File: config.mk
export PLATFORM = sky130hd
export DESIGN_NAME = salct_front_flat
export DESIGN_NICKNAME = d
export VERILOG_FILES = /design/src/design/salct_pkg.sv /design/src/design/salct_if.sv /design/src/design/salct_front.sv /design/src/flat_wrapper.sv
export SDC_FILE = /design/constraint.sdc
export NUM_CORES = 1
export LEC_CHECK = 0
export BUFFER_PORTS_ARGS = -buffer_cell sky130_fd_sc_hd__buf_2
export CAP_MARGIN = 20
export CORE_UTILIZATION = 62
export DETAILED_ROUTE_END_ITERATION = 8
export GPL_TIMING_DRIVEN = 0
export PLACE_DENSITY = 0.9
export SETUP_SLACK_MARGIN = 0.2
export SLEW_MARGIN = 5
export SYNTH_ARGS = -nofsm -noshare
export SYNTH_HDL_FRONTEND = slang
export SYNTH_SLANG_ARGS = --single-unit
File: constraint.sdc
create_clock -name vclk -period 8.6
set_clock_uncertainty 0.15 [all_clocks]
set_input_delay 1.72 -clock vclk [all_inputs]
set_output_delay 1.72 -clock vclk [all_outputs]
set_load 0.02 [all_outputs]
File: src/design/salct_pkg.sv
// shared constants, codes and types of the set-associative cache tracker
`default_nettype none

package salct_pkg;

  // geometry
  localparam int unsigned MAX_SETS = 64;
  localparam int unsigned MAX_WAYS = 8;
  localparam int unsigned SET_W    = $clog2(MAX_SETS);
  localparam int unsigned WAY_W    = $clog2(MAX_WAYS);

  // field widths
  localparam int unsigned ADDR_W     = 64;
  localparam int unsigned TAG_W      = 64;
  localparam int unsigned STAMP_W    = 64;
  localparam int unsigned CNT_W      = 32;
  localparam int unsigned CMD_W      = 2;
  localparam int unsigned OUTC_W     = 2;
  localparam int unsigned SB_W       = 3;
  localparam int unsigned BB_W       = 6;
  localparam int unsigned WIU_W      = 4;
  localparam int unsigned SB_MASK_W  = 1 << SB_W;
  localparam int unsigned REG_IDX_W  = 2;
  localparam int unsigned CFG_DATA_W = 6;

  // queue between front and back
  localparam int unsigned QUEUE_DEPTH = 2;
  localparam int unsigned Q_PTR_W     = (QUEUE_DEPTH > 1) ? $clog2(QUEUE_DEPTH) : 1;
  localparam int unsigned Q_CNT_W     = $clog2(QUEUE_DEPTH + 1);

  // register reset values
  localparam logic [SB_W-1:0]  SET_BITS_RST   = SB_W'(4);
  localparam logic [BB_W-1:0]  BLOCK_BITS_RST = BB_W'(4);
  localparam logic [WIU_W-1:0] WAYS_RST       = WIU_W'(1);

  typedef enum logic [CMD_W-1:0] {
    CMD_LOAD   = 2'd0,
    CMD_STORE  = 2'd1,
    CMD_MODIFY = 2'd2,
    CMD_OTHER  = 2'd3
  } cmd_e;

  typedef enum logic [OUTC_W-1:0] {
    OUTC_HIT   = 2'd0,
    OUTC_MISS  = 2'd1,
    OUTC_EVICT = 2'd2
  } outcome_e;

  typedef enum logic [REG_IDX_W-1:0] {
    REG_SET_BITS   = 2'd0,
    REG_BLOCK_BITS = 2'd1,
    REG_WAYS       = 2'd2
  } reg_e;

  typedef enum logic [1:0] {
    ST_READ,
    ST_EVAL,
    ST_WRITE
  } state_e;

  typedef struct packed {
    logic [SB_W-1:0]  set_bits;
    logic [BB_W-1:0]  block_bits;
    logic [WIU_W-1:0] ways_in_use;
  } cfg_t;

  // classified access request
  typedef struct packed {
    logic             modify;
    logic [SET_W-1:0] set_idx;
    logic [TAG_W-1:0] tag;
  } req_t;

  typedef struct packed {
    logic               vld;
    logic [TAG_W-1:0]   tag;
    logic [STAMP_W-1:0] stamp;
  } line_t;

  typedef line_t [MAX_WAYS-1:0] row_t;

  // candidate in the lru search
  typedef struct packed {
    logic               used;
    logic [WAY_W-1:0]   idx;
    logic [STAMP_W-1:0] stamp;
  } cand_t;

endpackage

`default_nettype wire

File: src/design/salct_if.sv
// valid/ready channel interfaces: access input, result output, register writes
`default_nettype none

interface salct_acc_if;
  import salct_pkg::*;
  logic              valid;
  logic              ready;
  logic [CMD_W-1:0]  cmd;
  logic [ADDR_W-1:0] address;

  modport source (output valid, cmd, address, input ready);
  modport sink   (input valid, cmd, address, output ready);
endinterface


`default_nettype wire

File: src/design/salct_front.sv
// front end: accepts access beats, drops ignored commands, splits set index and tag
`default_nettype none

module salct_front (
  salct_acc_if.sink          acc_i,
  input  salct_pkg::cfg_t    cfg_i,
  output logic               push_valid_o,
  input  logic               push_ready_i,
  output salct_pkg::req_t    push_req_o
);
  import salct_pkg::*;

  logic [BB_W:0]         total_bits;
  logic [ADDR_W-1:0]     block_shift;
  logic [SB_MASK_W-1:0]  set_mask;

  // take a beat whenever the queue has room; ignored commands vanish here
  assign acc_i.ready  = push_ready_i;
  assign push_valid_o = acc_i.valid && (acc_i.cmd != CMD_OTHER);

  // address split
  always_comb begin
    total_bits  = (BB_W + 1)'(cfg_i.set_bits) + (BB_W + 1)'(cfg_i.block_bits);
    block_shift = acc_i.address >> cfg_i.block_bits;
    set_mask    = (SB_MASK_W'(1) << cfg_i.set_bits) - SB_MASK_W'(1);

    push_req_o.modify  = (acc_i.cmd == CMD_MODIFY);
    push_req_o.set_idx = block_shift[SET_W-1:0] & set_mask[SET_W-1:0];
    if (total_bits[BB_W]) begin
      push_req_o.tag = '0;
    end else begin
      push_req_o.tag = TAG_W'(acc_i.address >> total_bits[BB_W-1:0]);
    end
  end

endmodule

`default_nettype wire

File: src/flat_wrapper.sv
// flat-port wrapper written by rule: the top's interface ports become plain ports
module salct_front_flat import salct_pkg::*;
  (cfg_i, push_valid_o, push_ready_i, push_req_o, acc_i_valid, acc_i_cmd, acc_i_address, acc_i_ready);
  salct_acc_if acc_i_i ();
  input  salct_pkg::cfg_t cfg_i;
  output logic push_valid_o;
  input  logic push_ready_i;
  output salct_pkg::req_t push_req_o;
  input wire logic [$bits(acc_i_i.valid)-1:0] acc_i_valid;
  input wire logic [$bits(acc_i_i.cmd)-1:0] acc_i_cmd;
  input wire logic [$bits(acc_i_i.address)-1:0] acc_i_address;
  output wire logic [$bits(acc_i_i.ready)-1:0] acc_i_ready;
  assign acc_i_i.valid = acc_i_valid;
  assign acc_i_i.cmd = acc_i_cmd;
  assign acc_i_i.address = acc_i_address;
  assign acc_i_ready = acc_i_i.ready;
  salct_front u_core (.acc_i(acc_i_i), .cfg_i(cfg_i), .push_valid_o(push_valid_o), .push_ready_i(push_ready_i), .push_req_o(push_req_o));
endmodule
==> results of run 1 <==
through the flow:
stage | cells | utilization [%] | worst slack (ns) | area [µm²]
final | 1049 | 74.3 | 1.65 | 7400
after global routing | 1049 | 74.3 | 1.60 | 7400
after CTS | 1049 | 74.3 | 1.89 | 7400
after detailed placement | 1049 | 74.3 | 1.90 | 7400
after global placement | 1049 | 74.3 | 1.93 | 7400
after floorplan | 768 | - | 2.60 | 6490
report_power, final:
part | internal (µW) | switching (µW) | leakage, µW | total (µW)
registers | 0 | 0 | 0 | 0
clock network | 0 | 0 | 0 | 0
logic | 366 | 613 | 0.00310 | 979
final cells by class:
class	instances	share of cell area [%]
Inverter	3	0.152
Multi-Input combinational cell	682	81.6
Timing Repair Buffer	148	10.0
Tap cell	133	2.25
Buffer	83	6.04
how the worst max path moves through the flow:
stage / slack (ns) / depth (start not counted) / to / start
2_1_floorplan: 2.60 / 7 / push_req_o[25] / cfg_i[4]
3_3_place_gp: 1.93 / 12 / push_req_o[5] / cfg_i[10]
3_5_place_dp: 1.90 / 12 / push_req_o[5] / cfg_i[4]
4_1_cts: 1.89 / 13 / push_req_o[2] / cfg_i[4]
5_1_grt: 1.60 / 13 / push_req_o[2] / cfg_i[4]
6_report: 1.65 / 13 / push_req_o[2] / cfg_i[4]
cell families after synthesis:
group                    share of synthesized area (%)
buffers and inverters                             7.05
AND/OR/NAND/NOR                                   19.9
adder cells (fa/ha/maj)                          0.887
XOR/XNOR                                         0.771
multiplexers                                      49.8
AO/OA/AOI/OAI                                     21.6
cell usage after synthesis (4+ instances only):
cell and n:
nand2_1 113, buf_6 5, nor3_1 9, clkbuf_1 18, a21oi_1 40, nor2_1 53
a22oi_1 17, a22o_1 7, nand3_1 36, nand2b_1 6, a2bb2oi_1 7, o221ai_1 11
o21ai_0 32, buf_1 6, mux2_2 13, o211ai_1 27, a31oi_1 6, buf_2 47
nor2b_1 9, buf_4 6, a211oi_1 16, o31ai_1 4, mux4_2 101, nand3b_1 5
and2_1 33, o32ai_1 5, o22ai_1 9, mux2i_1 72
metal layers:
layer,wire length (µm),GRT usage (%),vias to the layer above
li1,-,-,3357
met1,9720,68.7,3801
met2,12100,79.1,1081
met3,5320,17.1,229
met4,1940,21.8,0
met5,0,0,-
==> flow_metrics.tcl, run 1 <==
set metrics [dict create \
    fin_crit_ns 6.95 \
    antenna_cells 0 \
    grt_antenna_before_repair 0 \
    grt_pass1_vias 7772 \
    status "finished, final reports clean" \
    dr.first_iter.drc_count 1582 \
    route.vias.total 8468 \
    critPathMostFrequentCell "buf_2" \
    ys.warnings.count 0 \
    cts_resized 0 \
    synthTopCellsByArea "mux4_2 (35%), mux2i_1 (11%), nand2_1 (6.5%)" \
    fp.dieH_um 104 \
    power_uw 979 \
    powerDensity_mw_per_mm2 132 \
    crit_chain "buf_2, ha_1, fa_1, buf_2, buf_2, buf_2, mux2i_1, mux2i_1, nand2_1, nand2_1, o211ai_1, o221ai_1, buf_2" \
    rsz0062_at_grt "no" \
    tightest_slew_ns 1.03 \
    multiInputGateArea_mm2 0.00603 \
    syn-num-nets 853 \
    grt_pass1_wl_um 44400 \
    areaGrowthSynthToFinish_pct 14.0 \
    wl_per_cell_um 27.7 \
    hold_end "acc_i_ready" \
    path_buf_inv 5 \
    drive_gt1_share_pct 36.1 \
    mostFrequentLayoutCells "buf_2 (195), nand2_1 (113), mux4_2 (101), mux2i_1 (72), nor2_1 (53)" \
    critical_path_class "in2out" \
    slowest_delay_ns 0.55 \
    yosys.area.top_type_share_pct 35.0 \
    yosysSeqAreaShare_pct 0 \
    cp_slowest_cell "fa_1" \
    start_kind "primary input" \
    synth_top_area_cell "mux4_2" \
    grt_max_degree 11 \
    synth_cells 768 \
    netlist_area_mm2 0.00649 \
    io_pins 154 \
    final_hold_viol_count 0 \
    dieWidth_um 104 \
    slew_viol_final 0 \
    n_fill_cell 809 \
    p_leak_uw 0.00310 \
    drt_first_pass_iters 7 \
    vdd.ir_drop.worst_mv 0.0812 \
    slew_headroom_pct 31.4 \
    start_util_pct 65.2 \
    worstSetupEndpointType "output port" \
    hold_path_depth 2 \
    arrival_ns 5.08 \
    postCtsSetupRepairBufs 0 \
    overflow 0 \
    postRouteAntennaNets 0 \
    hpwl_um 23100 \
    regArea_um2 0 \
    final_nets 1003 \
    fin_crit_sh_pct 80.8 \
    design.seq.count 0 \
    ys_types 63 \
    hold_path_class "in2out" \
    final.clkbuf_count 0 \
    syn_area_per_cell_um2 8.45 \
    finalSetupViolCount 0 \
    numPortBuffers 148 \
    grt_usage_pct 52.3 \
    fp.coreArea_mm2 0.00995 \
    timing.hold.ws_ns 3.51 \
    final_common_cell "buf_2" \
    worstPathMaxFanout 10 \
    required_ns 6.73 \
    min_from "push_ready_i" \
    vias_per_cell 8.07 \
    max_cap_viol_count 0 \
    die-area_mm2 0.0109 \
    fmax_mhz 144 \
    crit_family "buffers and inverters" \
    ctsHoldBuffers 0 \
    place.gp.congestion 1.09 \
    num_rows 36 \
    drc_errors 0 \
    timing.setup.tns_ns 0 \
    wirelength_um 29100 \
]
Power figures use the tool's default switching activity.
==> run 2, diff against run 1 <==
--- a/config.mk
+++ b/config.mk
@@ -7,10 +7,10 @@
 export LEC_CHECK = 0
 export BUFFER_PORTS_ARGS = -buffer_cell sky130_fd_sc_hd__buf_2
 export CAP_MARGIN = 20
-export CORE_UTILIZATION = 62
+export CORE_UTILIZATION = 52
 export DETAILED_ROUTE_END_ITERATION = 8
 export GPL_TIMING_DRIVEN = 0
-export PLACE_DENSITY = 0.9
+export PLACE_DENSITY = 0.81
 export SETUP_SLACK_MARGIN = 0.2
 export SLEW_MARGIN = 5
 export SYNTH_ARGS = -nofsm -noshare
==> constraint.sdc (replaced) <==
create_clock -name vclk -period 5.95
set_clock_uncertainty 0.15 [all_clocks]
set_input_delay 1.19 -clock vclk [all_inputs]
set_output_delay 1.19 -clock vclk [all_outputs]
set_load 0.02 [all_outputs]
==> run 2 against run 1 <==
  * Sequential share of layout area unchanged
  * Largest cell class unchanged
  * First-iteration DRC count decreased by 28%
  * Via count decreased by 5.3%
==> flow_metrics.tcl, run 2 (synthesis gave the netlist of run 1 again) <==
set metrics [dict create \
    status "finished, final reports clean" \
    arrival_ns 4.34 \
    slew_headroom_pct 34.4 \
    slew_viol_final 0 \
    ctsHoldBuffers 0 \
    utilization_pct 61.7 \
    layout.cells.non_filler 1086 \
    grt_usage_pct 46.1 \
    dieWidth_um 114 \
    dr.first_iter.drc_count 1146 \
    dp.cells 1084 \
    critPathMostFrequentCell "buf_2" \
    hpwl_um 23900 \
    drt_first_pass_iters 6 \
    worstSetupEndpointType "output port" \
    hold_path_depth 2 \
    start_util_pct 53.6 \
    fp.coreArea_mm2 0.0121 \
    pre_cts_ws_ns 0.105 \
    setup_ws_ns 0.272 \
    crit_chain "buf_2, ha_1, fa_1, xor2_1, buf_2, buf_2, clkbuf_1, nor2_1, a22oi_1, o211ai_1, buf_2" \
    fmax_mhz 176 \
    grt_antenna_before_repair 1 \
    max_cap_viol_count 0 \
    areaGrowthSynthToFinish_pct 15.1 \
    fp.dieH_um 114 \
    io_pins 154 \
    grt.met2_usage_pct 75.5 \
    vias_per_cell 7.38 \
    final_common_cell "buf_2" \
    drc_errors 0 \
    hold_end "acc_i_ready" \
    place.gp.congestion 1.04 \
    p_leak_uw 0.00311 \
    mostFrequentLayoutCells "buf_2 (192), nand2_1 (113), mux4_2 (101), mux2i_1 (71), nor2_1 (53)" \
    numPortBuffers 148 \
    postRouteAntennaNets 0 \
    fin_crit_ns 5.68 \
    n_fill_cell 1165 \
    grtUsageMet3_pct 6.54 \
    rsz0062_at_grt "no" \
    design.seq.count 0 \
    top_usage_layer "met2" \
    global_route.usage.met1_pct 59.8 \
    final.clkbuf_count 0 \
    min_from "push_ready_i" \
    cp_slowest_cell "xor2_1" \
    start_kind "primary input" \
    finalSetupViolCount 0 \
    grt_pass1_wl_um 44800 \
    worstPathMaxFanout 10 \
    power_uw 1410 \
    final_nets 1004 \
    fin_crit_sh_pct 95.4 \
    slowest_delay_ns 0.49 \
    regArea_um2 0 \
    critical_path_class "in2out" \
    required_ns 4.61 \
    final_hold_viol_count 0 \
    num_rows 40 \
    timing.setup.tns_ns 0 \
    overflow 0 \
    grt_pass1_vias 7371 \
    vdd.ir_drop.worst_mv 0.0719 \
    grt_max_degree 11 \
    tightest_slew_ns 0.985 \
    hold_path_class "in2out" \
    wl_per_cell_um 27.7 \
    drive_gt1_share_pct 36.9 \
    route.vias.total 8018 \
    wirelength_um 30100 \
    postCtsSetupRepairBufs 0 \
    die-area_mm2 0.0129 \
    powerDensity_mw_per_mm2 189 \
]
[run 2: changes by cell type in the layout (fill, tap and decap cells not counted), moves of 2 or more]
cell | previous run | this run
o21ai_1 | 1 | 3
o21ai_0 | 32 | 30
buf_1 | 6 | 3
buf_4 | 6 | 9
a21oi_1 | 40 | 38
buf_2 | 195 | 192
clkbuf_2 | 0 | 3
a21oi_2 | 0 | 2
[run 2: per-stage QoR]
step / hold WS [ns] / instance area [µm²]
2_1_floorplan: 2.31 / 6490
3_3_place_gp: 2.45 / 7440
3_5_place_dp: 2.45 / 7440
4_1_cts: 2.45 / 7440
5_1_grt: 2.46 / 7470
6_report: 2.45 / 7480
[run 2: repair_timing]
item / 4_1_cts / 5_1_grt
pin swaps: 0 / 1
setup endpoints to repair: 1 / 16
gates resized for setup: 1 / 12
gates cloned: 0 / 0
[run 2: worst max path at each step]
stage | slack, ns | start | cells after the start | to
global placement | 0.04 | cfg_i[4] | 12 | push_req_o[5]
finish | 0.27 | cfg_i[4] | 11 | push_req_o[15]
global route | 0.22 | cfg_i[4] | 11 | push_req_o[15]
detailed placement | 0.11 | cfg_i[4] | 12 | push_req_o[5]
CTS | 0.24 | cfg_i[4] | 13 | push_req_o[2]
floorplan | 1.01 | cfg_i[4] | 7 | push_req_o[25]
[run 2: final cells by class]
cell class	instances	area [µm²]	area share [%]
multi-input cells	682	6050	80.9
repair buffers	149	748	10.0
plain buffers	83	458	6.13
well taps	168	210	2.81
inverters	3	11.3	0.151
diodes	1	2.50	0.0335
[run 2: critical path, delay by kind of cell]
kind,cells,cell delay [ns]
AO/OA/AOI/OAI,2,0.57
XOR/XNOR,1,0.49
adder cells (fa/ha/maj),2,0.69
buffers and inverters,5,1.27
AND/OR/NAND/NOR,1,0.13
[run 2: metal layers]
metal  wire [µm]  vias to the layer above  part of all wire (%)
met5           0                        -                     0
met4        1800                        0                   6.0
met3        3780                      134                    13
met2       13700                      807                    46
met1       10800                     3713                    36
li1            -                     3364                     -
[run 2: where the power goes]
group | leakage, µW | switching, µW | internal, µW
logic | 0.00311 | 882 | 533
clock network | 0.00000000802 | 0 | 0.00000744
registers | 0 | 0 | 0
total | 0.00311 | 882 | 533
