### src/design/salct_pkg.sv
// shared constants, codes and types of the set-associative cache tracker
`default_nettype none

package salct_pkg;

  // geometry
  localparam int unsigned MAX_SETS = 64;
  localparam int unsigned MAX_WAYS = 8;
  localparam int unsigned SET_W    = $clog2(MAX_SETS);
  localparam int unsigned WAY_W    = $clog2(MAX_WAYS);

  // field widths
  localparam int unsigned ADDR_W     = 64;
  localparam int unsigned TAG_W      = 64;
  localparam int unsigned STAMP_W    = 64;
  localparam int unsigned CNT_W      = 32;
  localparam int unsigned CMD_W      = 2;
  localparam int unsigned OUTC_W     = 2;
  localparam int unsigned SB_W       = 3;
  localparam int unsigned BB_W       = 6;
  localparam int unsigned WIU_W      = 4;
  localparam int unsigned SB_MASK_W  = 1 << SB_W;
  localparam int unsigned REG_IDX_W  = 2;
  localparam int unsigned CFG_DATA_W = 6;

  // queue between front and back
  localparam int unsigned QUEUE_DEPTH = 2;
  localparam int unsigned Q_PTR_W     = (QUEUE_DEPTH > 1) ? $clog2(QUEUE_DEPTH) : 1;
  localparam int unsigned Q_CNT_W     = $clog2(QUEUE_DEPTH + 1);

  // register reset values
  localparam logic [SB_W-1:0]  SET_BITS_RST   = SB_W'(4);
  localparam logic [BB_W-1:0]  BLOCK_BITS_RST = BB_W'(4);
  localparam logic [WIU_W-1:0] WAYS_RST       = WIU_W'(1);

  typedef enum logic [CMD_W-1:0] {
    CMD_LOAD   = 2'd0,
    CMD_STORE  = 2'd1,
    CMD_MODIFY = 2'd2,
    CMD_OTHER  = 2'd3
  } cmd_e;

  typedef enum logic [OUTC_W-1:0] {
    OUTC_HIT   = 2'd0,
    OUTC_MISS  = 2'd1,
    OUTC_EVICT = 2'd2
  } outcome_e;

  typedef enum logic [REG_IDX_W-1:0] {
    REG_SET_BITS   = 2'd0,
    REG_BLOCK_BITS = 2'd1,
    REG_WAYS       = 2'd2
  } reg_e;

  typedef enum logic [1:0] {
    ST_READ,
    ST_EVAL,
    ST_WRITE
  } state_e;

  typedef struct packed {
    logic [SB_W-1:0]  set_bits;
    logic [BB_W-1:0]  block_bits;
    logic [WIU_W-1:0] ways_in_use;
  } cfg_t;

  // classified access request
  typedef struct packed {
    logic             modify;
    logic [SET_W-1:0] set_idx;
    logic [TAG_W-1:0] tag;
  } req_t;

  typedef struct packed {
    logic               vld;
    logic [TAG_W-1:0]   tag;
    logic [STAMP_W-1:0] stamp;
  } line_t;

  typedef line_t [MAX_WAYS-1:0] row_t;

  // candidate in the lru search
  typedef struct packed {
    logic               used;
    logic [WAY_W-1:0]   idx;
    logic [STAMP_W-1:0] stamp;
  } cand_t;

endpackage

`default_nettype wire

### src/design/salct_queue.sv
// short request queue between front and back end
`default_nettype none

module salct_queue (
  input  logic            clk_i,
  input  logic            rst_ni,
  input  logic            push_valid_i,
  output logic            push_ready_o,
  input  salct_pkg::req_t push_req_i,
  output logic            pop_valid_o,
  input  logic            pop_ready_i,
  output salct_pkg::req_t pop_req_o
);
  import salct_pkg::*;

  req_t               entry_q [QUEUE_DEPTH];
  logic [Q_PTR_W-1:0] wr_ptr_q, wr_ptr_d;
  logic [Q_PTR_W-1:0] rd_ptr_q, rd_ptr_d;
  logic [Q_CNT_W-1:0] count_q, count_d;
  logic               push, pop;

  assign push_ready_o = (count_q != Q_CNT_W'(QUEUE_DEPTH));
  assign pop_valid_o  = (count_q != '0);
  assign pop_req_o    = entry_q[rd_ptr_q];
  assign push         = push_valid_i && push_ready_o;
  assign pop          = pop_valid_o && pop_ready_i;

  // pointer and fill bookkeeping
  always_comb begin
    wr_ptr_d = wr_ptr_q;
    rd_ptr_d = rd_ptr_q;
    count_d  = count_q;
    if (push) begin
      wr_ptr_d = (wr_ptr_q == Q_PTR_W'(QUEUE_DEPTH - 1)) ? '0 : wr_ptr_q + Q_PTR_W'(1);
    end
    if (pop) begin
      rd_ptr_d = (rd_ptr_q == Q_PTR_W'(QUEUE_DEPTH - 1)) ? '0 : rd_ptr_q + Q_PTR_W'(1);
    end
    if (push && !pop) begin
      count_d = count_q + Q_CNT_W'(1);
    end else if (pop && !push) begin
      count_d = count_q - Q_CNT_W'(1);
    end
  end

  always_ff @(posedge clk_i or negedge rst_ni) begin
    if (!rst_ni) begin
      wr_ptr_q <= '0;
      rd_ptr_q <= '0;
      count_q  <= '0;
    end else begin
      wr_ptr_q <= wr_ptr_d;
      rd_ptr_q <= rd_ptr_d;
      count_q  <= count_d;
    end
  end

  // entry storage
  always_ff @(posedge clk_i) begin
    if (push) begin
      entry_q[wr_ptr_q] <= push_req_i;
    end
  end

endmodule

`default_nettype wire

### config.mk
export PLATFORM = sky130hd
export DESIGN_NAME = salct_queue
export DESIGN_NICKNAME = d
export VERILOG_FILES = /design/src/design/salct_pkg.sv /design/src/design/salct_queue.sv
export SDC_FILE = /design/constraint.sdc
export NUM_CORES = 1
export LEC_CHECK = 0
export ABC_AREA = 1
export BUFFER_PORTS_ARGS = -buffer_cell sky130_fd_sc_hd__buf_2
export CAP_MARGIN = 20
export CORE_UTILIZATION = 47
export DETAILED_ROUTE_END_ITERATION = 8
export GPL_TIMING_DRIVEN = 0
export HOLD_SLACK_MARGIN = 0.12
export PLACE_DENSITY = 0.76
export SLEW_MARGIN = 0
export SYNTH_ARGS = -nofsm -noshare
export SYNTH_HDL_FRONTEND = slang
export SYNTH_SLANG_ARGS = --single-unit
### constraint.sdc
create_clock -name clk_i -period 4.3 [get_ports clk_i]
set_clock_uncertainty 0.2 [all_clocks]
set_input_delay 0.215 -clock clk_i [delete_from_list [all_inputs] [get_ports clk_i]]
set_output_delay 0.215 -clock clk_i [all_outputs]
set_load 0.05 [all_outputs]
==> impl_metrics.ini, run 1 <==
[run_status]
status = finished, final reports clean

[routing]
drt_iter0_drc = 135
vias = 3752
antenna_left = 0
finalWirelength_um = 11510
drc_errors = 0
wl_per_cell_um = 14.44
drtPass1Iterations = 5
vias_per_cell = 4.708

[setup_path]
arrival_ns = 1.97
critPathBufInv = 2
r2r-start = count_q[0]
critPathCaptureType = flop
r2r-end = entry_q[1][20]
critPathCapture = entry_q[1][20]
path_max_fanout = 32
cp_slowest_cell = nor2_4
startpoint_type = flop
cp-startpoint = count_q[0]
reg2reg_depth = 5
crit_chain = inv_2 > nand2_1 > nand2_2 > nor2_4 > buf_12
criticalPathCategory = flop to flop
rrSetupSlack_ns = 2.21
worstPathRequired_ns = 4.19
cp_slowest_stage_delay_ns = 0.53
crit_cells = 5
crit_family = simple AND/OR/NAND/NOR gates

[synth]
synth_top_family_by_area = simple AND/OR/NAND/NOR gates
synthDistinctLibCells = 16
netlist_area_um2 = 5416
syn_area_per_cell_um2 = 13.58
synth_seq_cells = 146
synth_compound_area_frac = 0
ys_warn_count = 0
synthMuxAreaShare = 0
ys_seq_area_frac = 0.8057
synthXorXnorAreaFrac = 0.003234
synthSimpleGateAreaFrac = 0.1594
synthAdderAreaFrac = 0.002310
synth_nets = 475
synth_cells = 399

[floorplanning]
io_pins = 148
dieWidth_um = 109.4
die_h_um = 109.4
coreArea_um2 = 11030
die-area_um2 = 11960
start_util = 0.4910
std_cell_rows = 38

[grt]
grt_max_degree = 33
grtUsageTotal = 0.2016
grt_pass1_wl_um = 17690
grt_antenna_before_repair = 0
overflow = 0
grt_pass1_vias = 3864

[cts]
cts_tree = built
cts_resized = 0
clk_latency_ns = 0.40
cts_setup_buffers = 0
cts_sinks = 146
cts_max_path_buffers = 2
cts_buffers = 17
clk_pin_slew_ns = 0.06
htree_levels = 4
cts_root_buffer = clkbuf_16

[place]
port_buffers = 147
placed_area_um2 = 6437
hpwlAfterDp_um = 7025
dpl.cell_count = 690
place.gp.congestion = 0.7013

[power]
internal-power_uw = 3440
p_total_uw = 6210
p_per_area_nw_per_um2 = 800.7
pwr-share-clk = 0.225
ir_drop_v = 0.0005685
switching_share = 0.4461
leakage_uw = 0.003370
p_sw_uw = 2770
seqPwrFrac = 0.326
combPwrFrac = 0.449

[cells_and_area]
syn_to_final_growth_pct = 43.20
final_cell_area_um2 = 7756
layout-drive-gt1-share = 0.3044
ff_latch_area_um2 = 4364
fillers = 756
final_cell_count_no_fill = 797
final_nets = 720
antenna_cells = 0
fin_util = 0.7032
multi_input_area_um2 = 908.4

[sta]
tightest_slew_ns = 0.6534
setup_violations = 0
max_slew_margin = 0.5634
finalCritPeriodShare = 0.4853
min_period_ns = 2.087
fin_hold_ws_ns = 0.3280
hold_violations = 0
rsz0062_at_grt = no
maxSlewViolCount = 0
clock.fmax_mhz = 479.2

[hold_path]
whs_path_depth = 1
hp-class = flop to flop

[run]
cap_violations = 0
[final cells by class]
class                      instances  area share
clock inverter                    14     0.01791
clock buffer                      18     0.05533
tap                              140     0.02258
sequential                       146      0.5627
buffer                            15     0.01645
timing repair buffer             226      0.2039
inverter                           7    0.004033
multi-input combinational        231      0.1171
[synthesized netlist by cell type]
master | number | share of area
nand3_1 | 2 | 0.0018
buf_6 | 8 | 0.017
nand4_1 | 1 | 0.0012
ha_1 | 1 | 0.0023
xor2_1 | 1 | 0.0016
inv_6 | 1 | 0.0016
inv_1 | 5 | 0.0035
buf_2 | 6 | 0.0055
nor2_1 | 2 | 0.0014
inv_2 | 1 | 0.00069
nand2_1 | 222 | 0.15
xnor2_1 | 1 | 0.0016
edfxtp_1 | 142 | 0.79
buf_4 | 1 | 0.0014
nand2_2 | 1 | 0.0012
dfrtp_1 | 4 | 0.018
[how the worst min path moves through the flow]
stage | from | to | slack [ns]
detailed placement | rst_ni | wr_ptr_q | -0.17
CTS | push_req_i[60] | entry_q[0][60] | 0.32
global placement | rst_ni | wr_ptr_q | -0.17
floorplan | rst_ni | count_q[0] | -0.28
finish | count_q[0] | count_q[0] | 0.33
global route | push_req_i[39] | entry_q[1][39] | 0.32
[cell families (layout without fill, tap and decap cells)]
group                    count (synthesis)  in the layout
flip-flops                             146            146
buffers and inverters                   22            280
adder cells (fa/ha/maj)                  1              1
AND/OR/NAND/NOR                        228            228
XOR/XNOR                                 2              2
[repair_timing]
item,in CTS,in global routing
hold buffers,75,0
setup endpoints to repair,0,0
hold endpoints to repair,149,0
[power groups by stage]
stage / logic [µW] / clock network [µW] / registers [µW]
finish: 2790 / 1390 / 2030
global route: 2980 / 1480 / 2050
CTS: 2800 / 1420 / 2020
detailed placement: 2740 / 0 / 2050
global placement: 2630 / 0 / 2100
floorplan: 2030 / 0 / 2070
[sequential cells by signal, summed over array words and instances, names as in the netlist]
name,count
rd_ptr_q,1
entry_q,142
wr_ptr_q,1
count_q,2
[cell usage in the layout, fill, tap and decap left out, drive strengths merged]
cell type,netlist,layout
nand2,223,223
clkbuf,0,18
ha,1,1
inv,7,9
buf,15,166
clkinvlp,0,4
bufinv,0,2
dlygate4sd3,0,75
nand3,2,2
nor2,2,2
xor2,1,1
dfrtp,4,4
edfxtp,142,142
clkinv,0,6
xnor2,1,1
nand4,1,1
[worst reg2reg max path, stage by stage, from the launching register on]
cell and delay, ns:
dfrtp_1 0.40, inv_2 0.07, nand2_1 0.12, nand2_2 0.13, nor2_4 0.53, buf_12 0.29
[through the flow]
stage / worst slack, ns / TNS, ns
floorplan: -0.3245 / -46.07
CTS: 2.220 / 0
finish: 2.213 / 0
detailed placement: 2.235 / 0
global placement: -1.621 / -229.49
global route: 2.112 / 0
[per-layer routing]
metal	vias to the layer above	wire [µm]	global-route usage
li1	1838	-	-
met1	1781	4743	0.2342
met2	129	6080	0.3571
met3	4	648	0.05631
met4	0	40	0.07238
met5	-	0	0
Note: power is estimated with default switching activity, not from simulation.
==> run 2, diff against run 1 <==
--- a/config.mk
+++ b/config.mk
@@ -8,11 +8,11 @@
 export ABC_AREA = 1
 export BUFFER_PORTS_ARGS = -buffer_cell sky130_fd_sc_hd__buf_2
 export CAP_MARGIN = 20
-export CORE_UTILIZATION = 47
+export CORE_UTILIZATION = 52
 export DETAILED_ROUTE_END_ITERATION = 8
 export GPL_TIMING_DRIVEN = 0
 export HOLD_SLACK_MARGIN = 0.12
-export PLACE_DENSITY = 0.76
+export PLACE_DENSITY = 0.79
 export SLEW_MARGIN = 0
 export SYNTH_ARGS = -nofsm -noshare
 export SYNTH_HDL_FRONTEND = slang
==> constraint.sdc (replaced) <==
create_clock -name clk_i -period 1.99 [get_ports clk_i]
set_clock_uncertainty 0.2 [all_clocks]
set_input_delay 0.0995 -clock clk_i [delete_from_list [all_inputs] [get_ports clk_i]]
set_output_delay 0.0995 -clock clk_i [all_outputs]
set_load 0.05 [all_outputs]
==> run 2 against run 1 <==
  * The run now fails in 4_1_cts
  * Area after synthesis is the same
  * Synthesized cell count unchanged
==> impl_metrics.ini, run 2 <==
[cts]
cts_root_buffer = clkbuf_8
cts_buffers = 17
cts_resized = 73
cts_sinks = 146
hold_buffers = 144
cts_max_path_buffers = 2
cts_setup_buffers = 0
htree_levels = 4

[place]
dp_slack_ns = 0.1357
place.gp.congestion = 0.7340
port_buffers = 147
dpl.cell_count = 683
hpwlAfterDp_um = 6668

[synth]
synth_top_cell_by_area = edfxtp_1
synth-main-ff-cell = edfxtp_1
synth_cells = 399
ys_warn_count = 0
syn_area_per_cell_um2 = 13.58
synth_commonest_cells = 222 x nand2_1, 142 x edfxtp_1, 8 x buf_6, 6 x buf_2, 5 x inv_1
synth_nets = 475
ys_seq_area_frac = 0.8057
synth_top_area_frac = 0.7872
synth_seq_cells = 146
netlist_area_um2 = 5416
netlist_top_cells_area = edfxtp_1 79%, nand2_1 15%, dfrtp_1 1.8%
synthDistinctLibCells = 16
post-synth-top-count-cell = nand2_1
async_reset_ff_frac = 0.02740
synth-edff-count = 142

[floorplanning]
dieWidth_um = 104.1
io_pins = 148
start_util = 0.5441
std_cell_rows = 36
die_h_um = 104.1

[run_status]
error = [ERROR RSZ-0060] Max buffer count reached.
status = stopped before the end
lastStage = 4_1_cts
run 2: cell families after synthesis:
| logic type | Yosys count | share of synthesized area |
|---|---|---|
| fa+ha+maj | 1 | 0.002310 |
| xor+xnor | 2 | 0.003235 |
| simple gates | 228 | 0.1594 |
| flops | 146 | 0.8057 |
| buf+inv | 22 | 0.02934 |
run 2: metrics by stage:
stage | util | cell area, µm² | TNS [ns]
after floorplan | - | 5461 | -48.65
after global placement | 0.6393 | 6364 | -111.72
after detailed placement | 0.6473 | 6444 | 0
==> run 3, diff against run 2 <==
--- a/config.mk
+++ b/config.mk
@@ -8,11 +8,10 @@
 export ABC_AREA = 1
 export BUFFER_PORTS_ARGS = -buffer_cell sky130_fd_sc_hd__buf_2
 export CAP_MARGIN = 20
-export CORE_UTILIZATION = 52
+export CORE_UTILIZATION = 40
 export DETAILED_ROUTE_END_ITERATION = 8
 export GPL_TIMING_DRIVEN = 0
-export HOLD_SLACK_MARGIN = 0.12
-export PLACE_DENSITY = 0.79
+export PLACE_DENSITY_LB_ADDON = 0.15
 export SLEW_MARGIN = 0
 export SYNTH_ARGS = -nofsm -noshare
 export SYNTH_HDL_FRONTEND = slang
==> run 3 against run 2 <==
  * The flow now finishes without violations
==> impl_metrics.ini, run 3 (synthesized netlist as in run 1, its figures left out) <==
[run_status]
status = finished, final reports clean

[cts]
cts_max_path_buffers = 2
htree_levels = 4
cts_sinks = 146
clk_latency_ns = 0.41
cts_tree = built
cts_root_buffer = clkbuf_16
cts_buffers = 17
clk_pin_slew_ns = 0.05

[floorplanning]
start_util = 0.4090
die_h_um = 118.4
die-area_um2 = 14010
dieWidth_um = 118.4
coreArea_um2 = 13240
std_cell_rows = 42
io_pins = 148

[setup_path]
cp_slowest_stage_delay_ns = 0.37
path_max_fanout = 10
critPathBufInv = 4
cp_slowest_cell = dfrtp_1
startpoint_type = flop
crit_chain = buf_6 > inv_6 > buf_6 > nand2_1 > nand2_1 > buf_2
crit_family = buffers and inverters
worstPathRequired_ns = 1.69
arrival_ns = 1.61
criticalPathCategory = flop to output port
critPathCaptureType = output port

[cells_and_area]
layout_common_cells = 221 x nand2_1, 142 x edfxtp_1, 133 x buf_2
final_cell_area_um2 = 7984
antenna_cells = 0
fin_util = 0.6029
top_register = entry_q
mostFrequentLayoutCell = nand2_1
final_nets = 725
reg_top3 = entry_q (142), count_q (2)
syn_to_final_growth_pct = 47.40
layout-drive-gt1-share = 0.3086
largest_reg_flops = 142

[routing]
finalWirelength_um = 11560
drtPass1Iterations = 4
vias_per_cell = 4.470
vias = 3741
drc_errors = 0
wl_per_cell_um = 13.81
drt_iter0_drc = 145
antenna_left = 0

[sta]
rsz0062_at_grt = no
finalCritPeriodShare = 0.9590
min_period_ns = 1.908
tightest_slew_ns = 0.8392
tns_ns = 0
hold_violations = 0
setup_violations = 0
maxSlewViolCount = 0
max_slew_margin = 0.4399
clock.fmax_mhz = 524.0

[place]
placed_area_um2 = 6505
port_buffers = 147
place.gp.congestion = 0.6787
hpwlAfterDp_um = 7001

[power]
ir_drop_v = 0.001124
p_total_uw = 14060
leakage_uw = 0.003447
p_per_area_nw_per_um2 = 1762

[grt]
grt_antenna_before_repair = 0
grtUsageTotal = 0.1753
grt_max_degree = 28
grt_pass1_vias = 3708
grt_pass1_wl_um = 18340
overflow = 0

[hold_path]
hp-class = input pin to flop

[run]
cap_violations = 0
## run 3: through the flow
stage               hold slack (ns)  worst slack [ns]  std cells
finish                       0.2126           0.08154        837
global route                 0.1978         0.0007636        837
CTS                          0.1886           0.02055        835
detailed placement          -0.2898           -0.3291        726
global placement            -0.2914           -0.9749        722
floorplan                   -0.3961           -0.3531        399
## run 3: cell type report
class / instances / area, µm²
Fill cell: 1088 / 5259
Sequential cell: 146 / 4364
Timing Repair Buffer: 229 / 1647
Multi-Input combinational cell: 233 / 950.9
Clock buffer: 17 / 425.4
Tap cell: 176 / 220.2
Clock inverter: 14 / 217.7
Buffer: 15 / 127.6
Inverter: 7 / 31.28
## run 3: final timing paths
kind / startpoint / to / slack, ns / cells past startpoint
max: rd_ptr_q / pop_req_o[66] / 0.08 / 6
min: push_req_i[64] / entry_q[1][64] / 0.21 / 2
max reg2reg: count_q[0] / entry_q[1][8] / 0.10 / 4
min reg2reg: count_q[0] / count_q[0] / 0.31 / 1
max in group asynchronous: rst_ni / count_q[0] / 1.00 / 3
min in group asynchronous: rst_ni / wr_ptr_q / 0.41 / 3
## run 3: repair_timing
action	in CTS	in global routing
endpoints found under the hold margin	149	0
buffers inserted	1	2
gates cloned	2	0
pin swaps	2	1
hold buffers	75	0
gates resized for setup	0	23
endpoints found under the setup margin	96	47
## run 3: power breakdown
part           leakage (µW)  internal, µW  switching [µW]
combinational       0.00177          1540            4680
clock              0.000312          2320            1150
sequential          0.00137          4200             183
total               0.00345          8050            6010
## run 3: per-layer routing
layer | share of wire | track usage | wire length (µm) | vias up
li1 | - | - | - | 1848
met1 | 0.43 | 0.2070 | 4978 | 1779
met2 | 0.51 | 0.2945 | 5875 | 100
met3 | 0.045 | 0.05212 | 516 | 14
met4 | 0.017 | 0.08013 | 191 | 0
met5 | 0 | 0 | 0 | -
